--- config.mk ---
export PLATFORM = sky130hd
export DESIGN_NAME = reversible_deque_flat
export DESIGN_NICKNAME = d
export VERILOG_FILES = /design/src/design/rdq_pkg.sv /design/src/design/rdq_ifs.sv /design/src/design/rdq_ram.sv /design/src/design/reversible_deque.sv /design/src/flat_wrapper.sv
export SDC_FILE = /design/constraint.sdc
export NUM_CORES = 1
export LEC_CHECK = 0
export BUFFER_PORTS_ARGS = -buffer_cell sky130_fd_sc_hd__buf_2
export CORE_MARGIN = 8
export CORE_UTILIZATION = 45
export DETAILED_ROUTE_END_ITERATION = 6
export MAX_ROUTING_LAYER = met4
export PLACE_DENSITY_LB_ADDON = 0.15
export REMOVE_ABC_BUFFERS = 1
export SLEW_MARGIN = 10
export SYNTH_ARGS = -nofsm -noshare
export SYNTH_HDL_FRONTEND = slang
export SYNTH_HIERARCHICAL = 1
export SYNTH_SLANG_ARGS = --single-unit
--- constraint.sdc ---
create_clock -name i_clk -period 6.05 [get_ports i_clk]
set_clock_uncertainty 0.15 [all_clocks]
set_input_delay 0.605 -clock i_clk [delete_from_list [all_inputs] [get_ports i_clk]]
set_output_delay 0.605 -clock i_clk [all_outputs]
set_load 0.02 [all_outputs]
--- src/design/rdq_pkg.sv ---
// Shared types and constants for the reversible deque.
package rdq_pkg;

    localparam int DATA_W = 32;
    localparam int FUNC_W = 3;
    localparam int FILL_W = 5;
    localparam int ERR_W  = 2;

    typedef enum logic [FUNC_W-1:0] {
        FUNC_PUSH_BACK  = 3'd0,
        FUNC_PUSH_FRONT = 3'd1,
        FUNC_POP_BACK   = 3'd2,
        FUNC_POP_FRONT  = 3'd3,
        FUNC_REVERSE    = 3'd4,
        FUNC_PEEK       = 3'd5
    } t_func;

    typedef enum logic [ERR_W-1:0] {
        ERR_OK    = 2'd0,
        ERR_EMPTY = 2'd1,
        ERR_FULL  = 2'd2
    } t_err;

    localparam logic signed [DATA_W-1:0] EMPTY_VALUE = -32'sd1;

endpackage

--- src/design/rdq_ifs.sv ---
// Valid/ready channel interfaces for the deque operation and result streams.
interface rdq_in_if import rdq_pkg::*; ();
    logic                     valid;
    logic                     ready;
    logic [FUNC_W-1:0]        func;
    logic signed [DATA_W-1:0] push_value;

    modport source (output valid, func, push_value, input ready);
    modport sink   (input valid, func, push_value, output ready);
endinterface

interface rdq_out_if import rdq_pkg::*; ();
    logic                     valid;
    logic                     ready;
    logic signed [DATA_W-1:0] front_value;
    logic signed [DATA_W-1:0] back_value;
    logic                     is_empty;
    logic [FILL_W-1:0]        fill_count;
    logic [ERR_W-1:0]         error_code;

    modport source (output valid, front_value, back_value, is_empty, fill_count, error_code,
                    input ready);
    modport sink   (input valid, front_value, back_value, is_empty, fill_count, error_code,
                    output ready);
endinterface

--- src/design/rdq_ram.sv ---
// Generic RAM: one write port and two read ports with registered read data.
module rdq_ram #(
    parameter int WIDTH = 32,
    parameter int DEPTH = 16
) (
    input  logic                     i_clk,
    input  logic                     i_we,
    input  logic [$clog2(DEPTH)-1:0] i_waddr,
    input  logic [WIDTH-1:0]         i_wdata,
    input  logic [$clog2(DEPTH)-1:0] i_raddr_a,
    output logic [WIDTH-1:0]         o_rdata_a,
    input  logic [$clog2(DEPTH)-1:0] i_raddr_b,
    output logic [WIDTH-1:0]         o_rdata_b
);

    logic [WIDTH-1:0] r_mem [DEPTH];

    always_ff @(posedge i_clk) begin
        if (i_we) begin
            r_mem[i_waddr] <= i_wdata;
        end
        o_rdata_a <= r_mem[i_raddr_a];
        o_rdata_b <= r_mem[i_raddr_b];
    end

endmodule

--- src/design/reversible_deque.sv ---
// Top level of the reversible deque: ring store, end pointers and result pipeline.
//
//   channel   direction  payload                                             transfer
//   i_req     in         func, push_value                                    valid & ready
//   o_rsp     out        front_value, back_value, is_empty, fill_count,      valid & ready
//                        error_code
//
// One op per cycle while i_req.ready is high; results pass stage one and the output register.
// The pointers and count update at the operation's edge; the ring RAM reads the new
// head and tail slots in the next cycle, with a bypass for a slot written that cycle.
// Reset clears the pointers, count, reverse flag and valid bits; the RAM is not cleared.
// When the output register is full and not taken, one more result is held before
// i_req.ready drops.
module reversible_deque import rdq_pkg::*; #(
    parameter int DEPTH = 16
) (
    input  logic       i_clk,
    input  logic       i_rst_n,
    rdq_in_if.sink     i_req,
    rdq_out_if.source  o_rsp
);

    localparam int AW = (DEPTH > 1) ? $clog2(DEPTH) : 1;
    localparam int CW = $clog2(DEPTH + 1);
    localparam int SW = CW + 1;

    logic [AW-1:0] r_first, n_first;
    logic [CW-1:0] r_count, n_count;
    logic          r_rev, n_rev;

    logic          r_s1_valid;
    t_err          r_s1_err, n_err;

    logic                     r_byp_h, r_byp_t;
    logic signed [DATA_W-1:0] r_wval;

    logic                     r_o_valid;
    logic signed [DATA_W-1:0] r_o_front, r_o_back;
    logic                     r_o_empty;
    logic [FILL_W-1:0]        r_o_fill;
    t_err                     r_o_err;

    logic          accept, s1_move;
    logic          we;
    logic [AW-1:0] waddr, raddr_h, raddr_t;
    logic [AW-1:0] first_inc, first_dec, push_tail_slot;
    logic [SW-1:0] sum_p, sum_t;
    logic          at_tail_push, at_tail_pop;

    logic [DATA_W-1:0]        rdata_h, rdata_t;
    logic signed [DATA_W-1:0] head_val, tail_val;

    assign s1_move     = r_s1_valid && (!r_o_valid || o_rsp.ready);
    assign i_req.ready = !r_s1_valid || s1_move;
    assign accept      = i_req.valid && i_req.ready;

    // Ring pointer arithmetic; DEPTH need not be a power of two.
    assign first_inc = (r_first == AW'(DEPTH - 1)) ? '0 : r_first + AW'(1);
    assign first_dec = (r_first == '0) ? AW'(DEPTH - 1) : r_first - AW'(1);
    assign sum_p     = SW'(r_first) + SW'(r_count);
    assign push_tail_slot = (sum_p >= SW'(DEPTH)) ? AW'(sum_p - SW'(DEPTH)) : AW'(sum_p);

    // A logical back operation hits the physical tail unless the deque is reversed.
    assign at_tail_push = (t_func'(i_req.func) == FUNC_PUSH_BACK) == !r_rev;
    assign at_tail_pop  = (t_func'(i_req.func) == FUNC_POP_BACK) == !r_rev;

    always_comb begin
        n_first = r_first;
        n_count = r_count;
        n_rev   = r_rev;
        n_err   = ERR_OK;
        we      = 1'b0;
        waddr   = push_tail_slot;
        if (accept) begin
            case (t_func'(i_req.func))
                FUNC_PUSH_BACK, FUNC_PUSH_FRONT: begin
                    if (r_count == CW'(DEPTH)) begin
                        n_err = ERR_FULL;
                    end else begin
                        we      = 1'b1;
                        n_count = r_count + CW'(1);
                        if (!at_tail_push) begin
                            waddr   = first_dec;
                            n_first = first_dec;
                        end
                    end
                end
                FUNC_POP_BACK, FUNC_POP_FRONT: begin
                    if (r_count == '0) begin
                        n_err = ERR_EMPTY;
                    end else begin
                        n_count = r_count - CW'(1);
                        if (!at_tail_pop) begin
                            n_first = first_inc;
                        end
                    end
                end
                FUNC_REVERSE: begin
                    n_rev = !r_rev;
                end
                default: begin
                    n_err = ERR_OK;
                end
            endcase
        end
    end

    // Read the head and tail of the state as it stands after this cycle.
    assign sum_t   = SW'(n_first) + SW'(n_count) - SW'(1);
    assign raddr_h = n_first;
    always_comb begin
        if (n_count == '0) begin
            raddr_t = n_first;
        end else if (sum_t >= SW'(DEPTH)) begin
            raddr_t = AW'(sum_t - SW'(DEPTH));
        end else begin
            raddr_t = AW'(sum_t);
        end
    end

    rdq_ram #(
        .WIDTH (DATA_W),
        .DEPTH (DEPTH)
    ) u_ring (
        .i_clk     (i_clk),
        .i_we      (we),
        .i_waddr   (waddr),
        .i_wdata   (i_req.push_value),
        .i_raddr_a (raddr_h),
        .o_rdata_a (rdata_h),
        .i_raddr_b (raddr_t),
        .o_rdata_b (rdata_t)
    );

    // The RAM returns old data when a slot is read and written in the same cycle.
    always_ff @(posedge i_clk) begin
        r_wval  <= i_req.push_value;
        r_byp_h <= we && (waddr == raddr_h);
        r_byp_t <= we && (waddr == raddr_t);
    end

    assign head_val = r_byp_h ? r_wval : $signed(rdata_h);
    assign tail_val = r_byp_t ? r_wval : $signed(rdata_t);

    always_ff @(posedge i_clk) begin
        if (!i_rst_n) begin
            r_first    <= '0;
            r_count    <= '0;
            r_rev      <= 1'b0;
            r_s1_valid <= 1'b0;
            r_o_valid  <= 1'b0;
        end else begin
            r_first <= n_first;
            r_count <= n_count;
            r_rev   <= n_rev;
            if (accept) begin
                r_s1_valid <= 1'b1;
            end else if (s1_move) begin
                r_s1_valid <= 1'b0;
            end
            if (s1_move) begin
                r_o_valid <= 1'b1;
            end else if (o_rsp.ready) begin
                r_o_valid <= 1'b0;
            end
        end
    end

    always_ff @(posedge i_clk) begin
        if (accept) begin
            r_s1_err <= n_err;
        end
        // The state registers do not move while stage one waits, so they describe its item.
        if (s1_move) begin
            r_o_empty <= (r_count == '0);
            r_o_fill  <= FILL_W'(r_count);
            r_o_err   <= r_s1_err;
            if (r_count == '0) begin
                r_o_front <= EMPTY_VALUE;
                r_o_back  <= EMPTY_VALUE;
            end else begin
                r_o_front <= r_rev ? tail_val : head_val;
                r_o_back  <= r_rev ? head_val : tail_val;
            end
        end
    end

    assign o_rsp.valid       = r_o_valid;
    assign o_rsp.front_value = r_o_front;
    assign o_rsp.back_value  = r_o_back;
    assign o_rsp.is_empty    = r_o_empty;
    assign o_rsp.fill_count  = r_o_fill;
    assign o_rsp.error_code  = r_o_err;

`ifndef SYNTH
    a_count_bound: assert property (@(posedge i_clk) disable iff (!i_rst_n)
        r_count <= CW'(DEPTH))
        else $error("element count above depth");

    a_first_bound: assert property (@(posedge i_clk) disable iff (!i_rst_n)
        r_first <= AW'(DEPTH - 1))
        else $error("first slot outside the ring");

    a_full_flag: assert property (@(posedge i_clk) disable iff (!i_rst_n)
        accept && (r_count == CW'(DEPTH)) &&
        ((t_func'(i_req.func) == FUNC_PUSH_BACK) || (t_func'(i_req.func) == FUNC_PUSH_FRONT))
        |=> (r_s1_err == ERR_FULL) && $stable(r_count))
        else $error("push on full deque not dropped");

    a_state_frozen: assert property (@(posedge i_clk) disable iff (!i_rst_n)
        !accept |=> $stable(r_count) && $stable(r_first) && $stable(r_rev))
        else $error("deque state moved without a transfer");

    a_no_overrun: assert property (@(posedge i_clk) disable iff (!i_rst_n)
        r_s1_valid && r_o_valid && !o_rsp.ready |-> !i_req.ready)
        else $error("operation taken while both result stages are full");
`endif

endmodule

--- src/flat_wrapper.sv ---
// flat-port wrapper written by rule: the top's interface ports become plain ports
module reversible_deque_flat import rdq_pkg::*;
#(
    parameter int DEPTH = 16
)
  (i_clk, i_rst_n, i_req_valid, i_req_func, i_req_push_value, i_req_ready, o_rsp_valid, o_rsp_front_value, o_rsp_back_value, o_rsp_is_empty, o_rsp_fill_count, o_rsp_error_code, o_rsp_ready);
  rdq_in_if i_req_i ();
  rdq_out_if o_rsp_i ();
  input  logic i_clk;
  input  logic i_rst_n;
  input wire logic [$bits(i_req_i.valid)-1:0] i_req_valid;
  input wire logic [$bits(i_req_i.func)-1:0] i_req_func;
  input wire logic [$bits(i_req_i.push_value)-1:0] i_req_push_value;
  output wire logic [$bits(i_req_i.ready)-1:0] i_req_ready;
  output wire logic [$bits(o_rsp_i.valid)-1:0] o_rsp_valid;
  output wire logic [$bits(o_rsp_i.front_value)-1:0] o_rsp_front_value;
  output wire logic [$bits(o_rsp_i.back_value)-1:0] o_rsp_back_value;
  output wire logic [$bits(o_rsp_i.is_empty)-1:0] o_rsp_is_empty;
  output wire logic [$bits(o_rsp_i.fill_count)-1:0] o_rsp_fill_count;
  output wire logic [$bits(o_rsp_i.error_code)-1:0] o_rsp_error_code;
  input wire logic [$bits(o_rsp_i.ready)-1:0] o_rsp_ready;
  assign i_req_i.valid = i_req_valid;
  assign i_req_i.func = i_req_func;
  assign i_req_i.push_value = i_req_push_value;
  assign i_req_ready = i_req_i.ready;
  assign o_rsp_valid = o_rsp_i.valid;
  assign o_rsp_front_value = o_rsp_i.front_value;
  assign o_rsp_back_value = o_rsp_i.back_value;
  assign o_rsp_is_empty = o_rsp_i.is_empty;
  assign o_rsp_fill_count = o_rsp_i.fill_count;
  assign o_rsp_error_code = o_rsp_i.error_code;
  assign o_rsp_i.ready = o_rsp_ready;
  reversible_deque #(.DEPTH(DEPTH)) u_core (.i_clk(i_clk), .i_rst_n(i_rst_n), .i_req(i_req_i), .o_rsp(o_rsp_i));
endmodule
==> report_table.html, run 1 <==
<table>
<tr><th>Metric</th><th>Value</th></tr>
<tr><th colspan="2">Synthesis</th></tr>
<tr><td>Count of synthesis-stage warnings from yosys</td><td>6</td></tr>
<tr><td>Main flop type after synthesis</td><td>edfxtp_1</td></tr>
<tr><td>Number of enable flip-flop cells after synthesis</td><td>~600</td></tr>
<tr><td>Synthesized area divided by synthesized cell count</td><td>17.5 um2</td></tr>
<tr><td>Post-synthesis cell type with the largest combined area</td><td>edfxtp_1</td></tr>
<tr><td>Unique cell type count in the Yosys netlist</td><td>67</td></tr>
<tr><td>Flip-flop and latch count after synthesis</td><td>696</td></tr>
<tr><td>Mapped Cells</td><td>between 1,500 and 2,000</td></tr>
<tr><td>Largest cells by area after synthesis</td><td>edfxtp_1 58%, mux4_2 19%, dfxtp_1 7.2%</td></tr>
<tr><td>Post-synthesis async set-or-reset flop share</td><td>0%</td></tr>
<tr><td>Area share of the largest cell type after synthesis</td><td>57.9%</td></tr>
<tr><td>Sequential element share of the synthesized area</td><td>about two thirds</td></tr>
<tr><td>Post-Syn Area</td><td>30,400 um2</td></tr>
<tr><th colspan="2">Power and ir drop</th></tr>
<tr><td>Power density over cell area</td><td>approximately 370 nW/um2</td></tr>
<tr><td>Leak pwr</td><td>11.1 nW</td></tr>
<tr><td>Worst-case vdd ir drop</td><td>0.000177 V</td></tr>
<tr><td>Total power after layout</td><td>0.0127 W</td></tr>
<tr><td>Sequential cell fraction of total power</td><td>43.5%</td></tr>
<tr><td>Switching power of the nets</td><td>0.00331 W</td></tr>
<tr><td>Clock share of power</td><td>a little under two fifths</td></tr>
<tr><td>Combinational share of power</td><td>19.5%</td></tr>
<tr><td>Switching part of the total</td><td>between 20 and 30%</td></tr>
<tr><td>Int Pwr</td><td>about 0.0094 W</td></tr>
<tr><th colspan="2">Clocking</th></tr>
<tr><td>Clock Sinks</td><td>696</td></tr>
<tr><td>Clock-pin slew of the registers on the worst-case setup and hold paths</td><td>~0.06 ns</td></tr>
<tr><td>Buffer depth of the longest clock path</td><td>3</td></tr>
<tr><td>Number of buffers inserted by hold repair at cts</td><td>0</td></tr>
<tr><td>Clock root buffer master</td><td>clkbuf_16</td></tr>
<tr><td># Post-CTS Setup Buffers</td><td>0</td></tr>
<tr><td>Resize count post-CTS</td><td>0</td></tr>
<tr><td>Total CTS buffers</td><td>76</td></tr>
<tr><td># H-tree levels</td><td>3</td></tr>
<tr><td>TritonCTS clock tree</td><td>yes</td></tr>
<tr><td>Insertion delay of the later-clocked pin in the worst-skew pair</td><td>around 0.61 ns</td></tr>
<tr><th colspan="2">Cells and area</th></tr>
<tr><td>Commonest non-fill, non-tap cells in the layout</td><td>586 x edfxtp_1, 256 x mux4_2, 141 x nand2_1</td></tr>
<tr><td>Layout fillers</td><td>5,422</td></tr>
<tr><td>Signed area change from the synthesized netlist to the final layout</td><td>14.3%</td></tr>
<tr><td>Layout cells sized above 1</td><td>32.4%</td></tr>
<tr><td>Final standard cell utilization of the core</td><td>51.8%</td></tr>
<tr><td>Final standard cell count with taps included and fillers excluded</td><td>2,790</td></tr>
<tr><td>Number of nets in the layout</td><td>~1,900</td></tr>
<tr><td>Most frequent standard cell in the layout excluding fill and tap cells</td><td>edfxtp_1</td></tr>
<tr><td>Area taken by multi-input logic gates</td><td>a little over 10,000 um2</td></tr>
<tr><td>Reg area</td><td>approximately 20,000 um2</td></tr>
<tr><td>Final design instance area without fill</td><td>34,700 um2</td></tr>
<tr><th colspan="2">Place</th></tr>
<tr><td>Routability congestion estimate from global placement</td><td>between 0.8 and 0.9</td></tr>
<tr><td>Number of I/O port buffers</td><td>roughly 110</td></tr>
<tr><td>Standard cell area after detailed placement</td><td>32,200 um2</td></tr>
<tr><td>Half-perimeter wire length after placement</td><td>43,700 um</td></tr>
<tr><td>Number of placed instances, taps included</td><td>2,648</td></tr>
<tr><th colspan="2">Global route</th></tr>
<tr><td>Total GRT Usage</td><td>21.7%</td></tr>
<tr><td>Largest net degree at the start of global routing</td><td>around 130</td></tr>
<tr><td>Total global routing overflow</td><td>0</td></tr>
<tr><td>Vias in the first global route</td><td>17,800</td></tr>
<tr><td>Antenna violations before repair</td><td>4</td></tr>
<tr><td>Wire length of the first global-routing pass</td><td>118,000 um</td></tr>
<tr><th colspan="2">Setup path</th></tr>
<tr><td>Type of the worst setup path</td><td>reg -&gt; reg</td></tr>
<tr><td>Worst path arrival time</td><td>6.07 ns</td></tr>
<tr><td>Register-to-Register Setup Slack</td><td>0.37 ns</td></tr>
<tr><td>Highest fanout seen on the critical path</td><td>32</td></tr>
<tr><td>CP Capture Type</td><td>flop</td></tr>
<tr><td>Data required time of the worst path</td><td>6.45 ns</td></tr>
<tr><td>Type of origin of the critical path</td><td>flop</td></tr>
<tr><td>Source of the critical timing path</td><td>u_core/r_count[1]</td></tr>
<tr><td>Worst reg2reg startpoint</td><td>u_core/r_count[1]</td></tr>
<tr><td>End of the worst register-to-register path</td><td>u_core/u_ring/o_rdata_b[3]</td></tr>
<tr><td>Worst reg2reg path depth</td><td>19</td></tr>
<tr><th colspan="2">Die</th></tr>
<tr><td>Top Ports</td><td>113</td></tr>
<tr><td>Initial standard-cell utilization of the core</td><td>a little under half</td></tr>
<tr><td>Row cnt</td><td>95</td></tr>
<tr><td>Core area</td><td>67,000 um2</td></tr>
<tr><td>Die Wd</td><td>276 um</td></tr>
<tr><td>Die footprint</td><td>76,100 um2</td></tr>
<tr><td>Overall die height</td><td>276 um</td></tr>
<tr><th colspan="2">Routing</th></tr>
<tr><td>Post-route ant nets</td><td>0</td></tr>
<tr><td>1st-pass router iterations</td><td>6</td></tr>
<tr><td>Per-cell via count in the routed design</td><td>6.14</td></tr>
<tr><td>DRC errors left</td><td>0</td></tr>
<tr><td>Routed vias</td><td>17,100</td></tr>
<tr><td>WL per Instance</td><td>28.6 um</td></tr>
<tr><td>Number of DRC markers after the initial detailed-route iteration</td><td>around 1,500</td></tr>
<tr><td>Final wirelength</td><td>79,900 um</td></tr>
<tr><th colspan="2">STA</th></tr>
<tr><td>Number of hold violations in the final report</td><td>0</td></tr>
<tr><td>Fmax</td><td>176 MHz</td></tr>
<tr><td>Worst relative slew slack</td><td>15.4%</td></tr>
<tr><td>Transition at the pin with the smallest max-transition slack</td><td>1.23 ns</td></tr>
<tr><td>Share of the cycle needed by the critical path after routing</td><td>93.8%</td></tr>
<tr><td>Worst hold slack after final layout</td><td>0.0776 ns</td></tr>
<tr><td>Time the final worst path needs with I/O delays and setup</td><td>5.68 ns</td></tr>
<tr><td>Unrepaired setup endpoints after global routing</td><td>false</td></tr>
<tr><td>Final count of pins violating max slew</td><td>0</td></tr>
<tr><td>Final setup vio count</td><td>0</td></tr>
<tr><th colspan="2">Worst hold path</th></tr>
<tr><td>Number of instances on the worst hold path</td><td>2</td></tr>
<tr><td>End point of the worst hold path</td><td>u_core/r_count[3]</td></tr>
<tr><td>Worst hold-check path type</td><td>in -&gt; reg</td></tr>
<tr><td>Worst hold path startpoint</td><td>i_rst_n</td></tr>
<tr><th colspan="2">Flow run</th></tr>
<tr><td>Max Cap Violations</td><td>0</td></tr>
<tr><th colspan="2">Outcome</th></tr>
<tr><td>Status</td><td>finished, final reports clean</td></tr>
</table>
## worst max path at each step
stage | slack [ns] | end
floorplan | -9.98 | u_core/u_ring/o_rdata_b[0]
global placement | 0.50 | u_core/u_ring/o_rdata_b[15]
detailed placement | 0.39 | u_core/u_ring/o_rdata_b[3]
CTS | 0.37 | u_core/u_ring/o_rdata_b[3]
global route | 0.06 | u_core/u_ring/o_rdata_b[3]
finish | 0.37 | u_core/u_ring/o_rdata_b[3]
## flip-flops by register name (all words and copies together) (netlist names)
name and count:
u_core/u_ring/o_rdata_a 32, u_core/r_byp_t 1, u_core/o_rsp.front_value 32, u_core/r_wval 32
u_core/o_rsp.back_value 32, u_core/r_rev 1, u_core/u_ring/o_rdata_b 32, u_core/o_rsp.is_empty 1
u_core/r_s1_err 2, u_core/r_count 5, u_core/o_rsp.valid 1, u_core/r_byp_h 1
u_core/r_s1_valid 1, u_core/u_ring/r_mem 512, u_core/r_first 4, u_core/o_rsp.error_code 2
u_core/o_rsp.fill_count 5
## cell families (layout without fill, tap and decap cells)
| family | Yosys count | count (layout) | share of synthesized area, % |
|---|---|---|---|
| mux | 327 | 327 | 21.5 |
| xor+xnor | 21 | 21 | 0.675 |
| other cells | 0 | 4 | 0 |
| compound gates | 232 | 232 | 5.28 |
| flops | 696 | 696 | 65.1 |
| fa+ha+maj | 13 | 13 | 0.584 |
| simple gates | 306 | 306 | 4.72 |
| buf+inv | 145 | 318 | 2.15 |
## final cells by class
class | instances | share of cell area (%)
timing repair buffer | 160 | 3.08
multi-input combinational | 899 | 29.2
tap | 873 | 3.14
sequential | 696 | 57.0
inverter | 20 | 0.238
antenna | 4 | 0.0288
clock buffer | 110 | 6.40
clock inverter | 28 | 0.926
## worst max-delay path: stages, from the launching register on
cell and delay (ns):
dfxtp_1 0.47, inv_1 0.17, ha_1 0.29, or4b_4 0.26, buf_4 0.39, o22ai_2 0.15
a221oi_4 0.31, inv_1 0.11, ha_1 0.29, inv_1 0.06, ha_1 0.13, inv_1 0.05
fa_1 0.43, xnor2_1 0.18, xnor2_1 0.14, nor2_1 0.09, xnor2_1 0.50, and2_2 1.08
a22oi_1 0.21, nand2_1 0.12
## metal layers
metal	share of wire [%]	vias up	track usage [%]
li1	-	7297	-
met1	42	9106	28.6
met2	49	617	34.7
met3	6.7	124	3.94
met4	2.4	0	6.53
met5	0	-	-
## synth_stat cells (23+ instances only)
master,count
edfxtp_1,586
mux4_2,256
nand2_1,141
a22oi_1,129
dfxtp_1,110
nor2_1,68
o21ai_0,68
clkbuf_1,62
mux2i_1,38
and2_1,37
mux2_2,32
buf_1,23
## power groups by stage
stage	combinational (W)	clock (W)	sequential, W
4_1_cts	0.00250	0.00481	0.00553
5_1_grt	0.00267	0.00498	0.00555
2_1_floorplan	0.00194	0	0.00563
3_3_place_gp	0.00247	0	0.00564
6_report	0.00248	0.00471	0.00553
3_5_place_dp	0.00249	0	0.00563
## through the flow
step	setup WS, ns	setup TNS, ns
after global placement	0.496	0
after floorplan	-9.98	-445.73
final	0.375	0
after detailed placement	0.389	0
after global routing	0.0559	0
after CTS	0.371	0
Power figures use the tool's default switching activity.
==> run 2, diff against run 1 <==
==> constraint.sdc (replaced) <==
create_clock -name i_clk -period 6.05 [get_ports i_clk]
set_clock_uncertainty 0.15 [all_clocks]
set_input_delay 0.3025 -clock i_clk [delete_from_list [all_inputs] [get_ports i_clk]]
set_output_delay 0.3025 -clock i_clk [all_outputs]
set_load 0.02 [all_outputs]
==> run 2 against run 1 <==
Clock power rose by 1%. Non-clock buffer count increased by 34. Die area unchanged. Utilization increased by 0.59 points. Cell count increased by 1.3%. Sequential share of layout area down 0.65 points. Worst setup slack improved by 0.38 ns. Wire length is 0.31% higher. Cell area is 1.1% higher. Total power up 0.66%. Via count rose by 0.50%. Register-to-register slack gained 0.38 ns. Critical path type unchanged. Critical endpoint is now u_core/u_ring/o_rdata_b[18]. Largest power group unchanged. Highest routed layer unchanged.
==> report_table.html, run 2 (synthesized netlist as in run 1, its figures left out) <==
<table>
<tr><th>Metric</th><th>Value</th></tr>
<tr><th colspan="2">Outcome</th></tr>
<tr><td>Status</td><td>finished, final reports clean (unchanged)</td></tr>
<tr><th colspan="2">Power and ir drop</th></tr>
<tr><td>Total power after layout</td><td>0.0128 W (was 0.0127 W)</td></tr>
<tr><td>Switching power of the nets</td><td>0.00338 W (was 0.00331 W)</td></tr>
<tr><td>Int Pwr</td><td>0.00942 W (was 0.00941 W)</td></tr>
<tr><td>Leak pwr</td><td>11.2 nW (was 11.1 nW)</td></tr>
<tr><td>Combinational share of power</td><td>19.5% (about the same)</td></tr>
<tr><td>Switching part of the total</td><td>26.4% (was 26.0%)</td></tr>
<tr><td>Sequential cell fraction of total power</td><td>43.2% (was 43.5%)</td></tr>
<tr><td>Power density over cell area</td><td>364 nW/um2 (was 366 nW/um2)</td></tr>
<tr><td>Worst-case vdd ir drop</td><td>0.000235 V (was 0.000177 V)</td></tr>
<tr><td>Clock share of power</td><td>37.3% (was 37.0%)</td></tr>
<tr><th colspan="2">Routing</th></tr>
<tr><td>Number of DRC markers after the initial detailed-route iteration</td><td>1,414 (was 1,543)</td></tr>
<tr><td>Final wirelength</td><td>80,100 um (was 79,900 um)</td></tr>
<tr><td>1st-pass router iterations</td><td>5 (was 6)</td></tr>
<tr><td>Per-cell via count in the routed design</td><td>6.10 (was 6.14)</td></tr>
<tr><td>DRC errors left</td><td>0 (unchanged)</td></tr>
<tr><td>WL per Instance</td><td>28.4 um (was 28.6 um)</td></tr>
<tr><td>Routed vias</td><td>17,200 (was 17,100)</td></tr>
<tr><td>Post-route ant nets</td><td>0 (unchanged)</td></tr>
<tr><th colspan="2">Setup path</th></tr>
<tr><td>Register-to-Register Setup Slack</td><td>0.76 ns (was 0.37 ns)</td></tr>
<tr><td>Data required time of the worst path</td><td>6.47 ns (was 6.45 ns)</td></tr>
<tr><td>Highest fanout seen on the critical path</td><td>32 (unchanged)</td></tr>
<tr><td>Ordered list of cells on the worst path</td><td>inv_1 &gt; ha_1 &gt; or4b_4 &gt; buf_4 &gt; o22ai_2 &gt; a221oi_4 &gt; inv_1 &gt; ha_1 &gt; inv_1 &gt; ha_1 &gt; inv_1 &gt; fa_1 &gt; xnor2_1 &gt; xnor2_1 &gt; nor2_1 &gt; xnor2_1 &gt; nor2_4 &gt; buf_4 &gt; a22oi_1 &gt; nand2_1 (was inv_1 &gt; ha_1 &gt; or4b_4 &gt; buf_4 &gt; o22ai_2 &gt; a221oi_4 &gt; inv_1 &gt; ha_1 &gt; inv_1 &gt; ha_1 &gt; inv_1 &gt; fa_1 &gt; xnor2_1 &gt; xnor2_1 &gt; nor2_1 &gt; xnor2_1 &gt; and2_2 &gt; a22oi_1 &gt; nand2_1)</td></tr>
<tr><td>Type of origin of the critical path</td><td>flop (unchanged)</td></tr>
<tr><td>Max stage delay cell, worst path</td><td>buf_4 (was and2_2)</td></tr>
<tr><td>Worst reg2reg path depth</td><td>20 (was 19)</td></tr>
<tr><td>CP Capture Type</td><td>flop (unchanged)</td></tr>
<tr><td>Cell repeated most along the worst path</td><td>inv_1 (unchanged)</td></tr>
<tr><td>Worst reg2reg startpoint</td><td>u_core/r_count[1] (unchanged)</td></tr>
<tr><td>Type of the worst setup path</td><td>reg -&gt; reg (unchanged)</td></tr>
<tr><td>End of the worst register-to-register path</td><td>u_core/u_ring/o_rdata_b[18] (was u_core/u_ring/o_rdata_b[3])</td></tr>
<tr><td>CP max stage delay</td><td>0.51 ns (was 1.08 ns)</td></tr>
<tr><td>Worst path arrival time</td><td>5.71 ns (was 6.07 ns)</td></tr>
<tr><th colspan="2">Global route</th></tr>
<tr><td>Largest net degree at the start of global routing</td><td>131 (unchanged)</td></tr>
<tr><td>Vias in the first global route</td><td>17,900 (was 17,800)</td></tr>
<tr><td>Total global routing overflow</td><td>0 (unchanged)</td></tr>
<tr><td>Antenna violations before repair</td><td>2 (was 4)</td></tr>
<tr><td>Wire length of the first global-routing pass</td><td>117,000 um (was 118,000 um)</td></tr>
<tr><td>Total GRT Usage</td><td>21.7% (about the same)</td></tr>
<tr><th colspan="2">Cells and area</th></tr>
<tr><td>Number of nets in the layout</td><td>1,939 (was 1,905)</td></tr>
<tr><td>Signed area change from the synthesized netlist to the final layout</td><td>15.6% (was 14.3%)</td></tr>
<tr><td>Commonest non-fill, non-tap cells in the layout</td><td>586 x edfxtp_1, 256 x mux4_2, 141 x nand2_1 (unchanged)</td></tr>
<tr><td>Reg area</td><td>19,800 um2 (unchanged)</td></tr>
<tr><td>Area taken by multi-input logic gates</td><td>10,100 um2 (about the same)</td></tr>
<tr><td>Layout cells sized above 1</td><td>31.6% (was 32.4%)</td></tr>
<tr><td>Most flops, register</td><td>u_core/u_ring/r_mem (unchanged)</td></tr>
<tr><td>Most frequent standard cell in the layout excluding fill and tap cells</td><td>edfxtp_1 (unchanged)</td></tr>
<tr><td>Flip-flop count of the largest register, all copies and words added</td><td>512 (unchanged)</td></tr>
<tr><td>Layout fillers</td><td>5,392 (was 5,422)</td></tr>
<tr><td>Final standard cell utilization of the core</td><td>52.4% (was 51.8%)</td></tr>
<tr><th colspan="2">Place</th></tr>
<tr><td>Routability congestion estimate from global placement</td><td>0.804 (was 0.800)</td></tr>
<tr><td>Setup slack after placement</td><td>0.360 ns (was 0.389 ns)</td></tr>
<tr><td>Half-perimeter wire length after placement</td><td>44,400 um (was 43,700 um)</td></tr>
<tr><td>Number of I/O port buffers</td><td>112 (unchanged)</td></tr>
<tr><th colspan="2">STA</th></tr>
<tr><td>Share of the cycle needed by the critical path after routing</td><td>87.5% (was 93.8%)</td></tr>
<tr><td>Transition at the pin with the smallest max-transition slack</td><td>1.18 ns (was 1.23 ns)</td></tr>
<tr><td>Worst hold slack after final layout</td><td>0.0655 ns (was 0.0776 ns)</td></tr>
<tr><td>Number of hold violations in the final report</td><td>0 (unchanged)</td></tr>
<tr><td>Worst setup slack after layout</td><td>0.759 ns (was 0.375 ns)</td></tr>
<tr><td>Time the final worst path needs with I/O delays and setup</td><td>5.29 ns (was 5.68 ns)</td></tr>
<tr><td>Worst relative slew slack</td><td>21.3% (was 15.4%)</td></tr>
<tr><td>Unrepaired setup endpoints after global routing</td><td>false (unchanged)</td></tr>
<tr><td>Final count of pins violating max slew</td><td>0 (unchanged)</td></tr>
<tr><td>Fmax</td><td>189 MHz (was 176 MHz)</td></tr>
<tr><td>Final setup vio count</td><td>0 (unchanged)</td></tr>
<tr><td>Total negative slack</td><td>0 ns (unchanged)</td></tr>
<tr><th colspan="2">Worst hold path</th></tr>
<tr><td>Worst hold path startpoint</td><td>i_req_func[2] (was i_rst_n)</td></tr>
<tr><td>End point of the worst hold path</td><td>u_core/r_rev (was u_core/r_count[3])</td></tr>
<tr><td>Worst hold-check path type</td><td>in -&gt; reg (unchanged)</td></tr>
<tr><td>Number of instances on the worst hold path</td><td>5 (was 2)</td></tr>
<tr><th colspan="2">Die</th></tr>
<tr><td>Overall die height</td><td>276 um (unchanged)</td></tr>
<tr><td>Initial standard-cell utilization of the core</td><td>45.3% (unchanged)</td></tr>
<tr><td>Top Ports</td><td>113 (unchanged)</td></tr>
<tr><td>Row cnt</td><td>95 (unchanged)</td></tr>
<tr><td>Die footprint</td><td>76,100 um2 (unchanged)</td></tr>
<tr><td>Die Wd</td><td>276 um (unchanged)</td></tr>
<tr><td>Core area</td><td>67,000 um2 (unchanged)</td></tr>
<tr><th colspan="2">Flow run</th></tr>
<tr><td>Max Cap Violations</td><td>0 (unchanged)</td></tr>
<tr><th colspan="2">Clocking</th></tr>
<tr><td>Clock Sinks</td><td>696 (unchanged)</td></tr>
<tr><td>Insertion delay of the later-clocked pin in the worst-skew pair</td><td>0.62 ns (was 0.61 ns)</td></tr>
<tr><td># H-tree levels</td><td>3 (unchanged)</td></tr>
<tr><td>Clock-pin slew of the registers on the worst-case setup and hold paths</td><td>0.06 ns (about the same)</td></tr>
<tr><td>Buffer depth of the longest clock path</td><td>3 (unchanged)</td></tr>
<tr><td>Clock root buffer master</td><td>clkbuf_16 (unchanged)</td></tr>
<tr><td>Total CTS buffers</td><td>76 (unchanged)</td></tr>
<tr><td>TritonCTS clock tree</td><td>yes (unchanged)</td></tr>
</table>
-- run 2: changes by cell type in the layout (fill, tap and decap cells not counted), sizes merged --
cell         change
dlygate4sd3     +36
clkinvlp         +2
clkbuf           -9
inv              -1
bufinv           +2
diode            -2
clkinv           +9
buf              -2
-- run 2: worst max path at each step --
stage	startpoint	end	cells past startpoint
2_1_floorplan	u_core/r_rev	u_core/u_ring/o_rdata_b[0]	9
3_3_place_gp	u_core/r_count[1]	u_core/u_ring/o_rdata_b[25]	19
3_5_place_dp	u_core/r_count[1]	u_core/u_ring/o_rdata_b[12]	19
4_1_cts	u_core/r_count[1]	u_core/u_ring/o_rdata_b[12]	19
5_1_grt	u_core/r_count[1]	u_core/u_ring/o_rdata_b[0]	19
6_report	u_core/r_count[1]	u_core/u_ring/o_rdata_b[18]	20
-- run 2: cell type report --
class | instances | share of cell area, %
Sequential cell | 696 | 56.4
Multi-Input combinational cell | 899 | 28.8
Clock buffer | 101 | 5.97
Timing Repair Buffer | 194 | 4.03
Tap cell | 873 | 3.11
Clock inverter | 40 | 1.43
Inverter | 20 | 0.235
Antenna cell | 2 | 0.0142
-- run 2: worst max-delay path: cells and delay by family, from the launching register on --
kind	cells	cell delay [ns]
XOR/XNOR	3	0.59
adder cells (fa/ha/maj)	4	1.12
AND/OR/NAND/NOR	4	0.89
flip-flops	1	0.48
AO/OA/AOI/OAI	3	0.66
buffers and inverters	6	1.33
-- run 2: power by group through the flow --
stage	Clock (W)	Sequential (W)	Combinational, W
global route	0.00505	0.00554	0.00270
floorplan	0	0.00563	0.00194
finish	0.00477	0.00553	0.00250
detailed placement	0	0.00563	0.00249
CTS	0.00487	0.00553	0.00252
global placement	0	0.00563	0.00247
-- run 2: what timing repair did --
| action | 4_1_cts | 5_1_grt |
|---|---|---|
| buffers inserted | 0 | 0 |
| endpoints found under the setup margin | 0 | 8 |
| hold endpoints to repair | 555 | 0 |
| resized for setup | 0 | 1 |
| hold buffers | 36 | 0 |
-- run 2: metal layers --
layer,routed length [um],vias up,GRT usage [%]
met3,5350,109,4.05
met1,34100,9181,28.7
met2,39000,572,34.6
met5,0,-,-
li1,-,7368,-
met4,1680,0,5.88
-- run 2: metrics by stage --
step | instance area [um2] | cells
floorplan | 29800 | 1615
global placement | 32200 | 2646
detailed placement | 32200 | 2646
CTS | 35100 | 2823
global route | 35100 | 2825
finish | 35100 | 2825
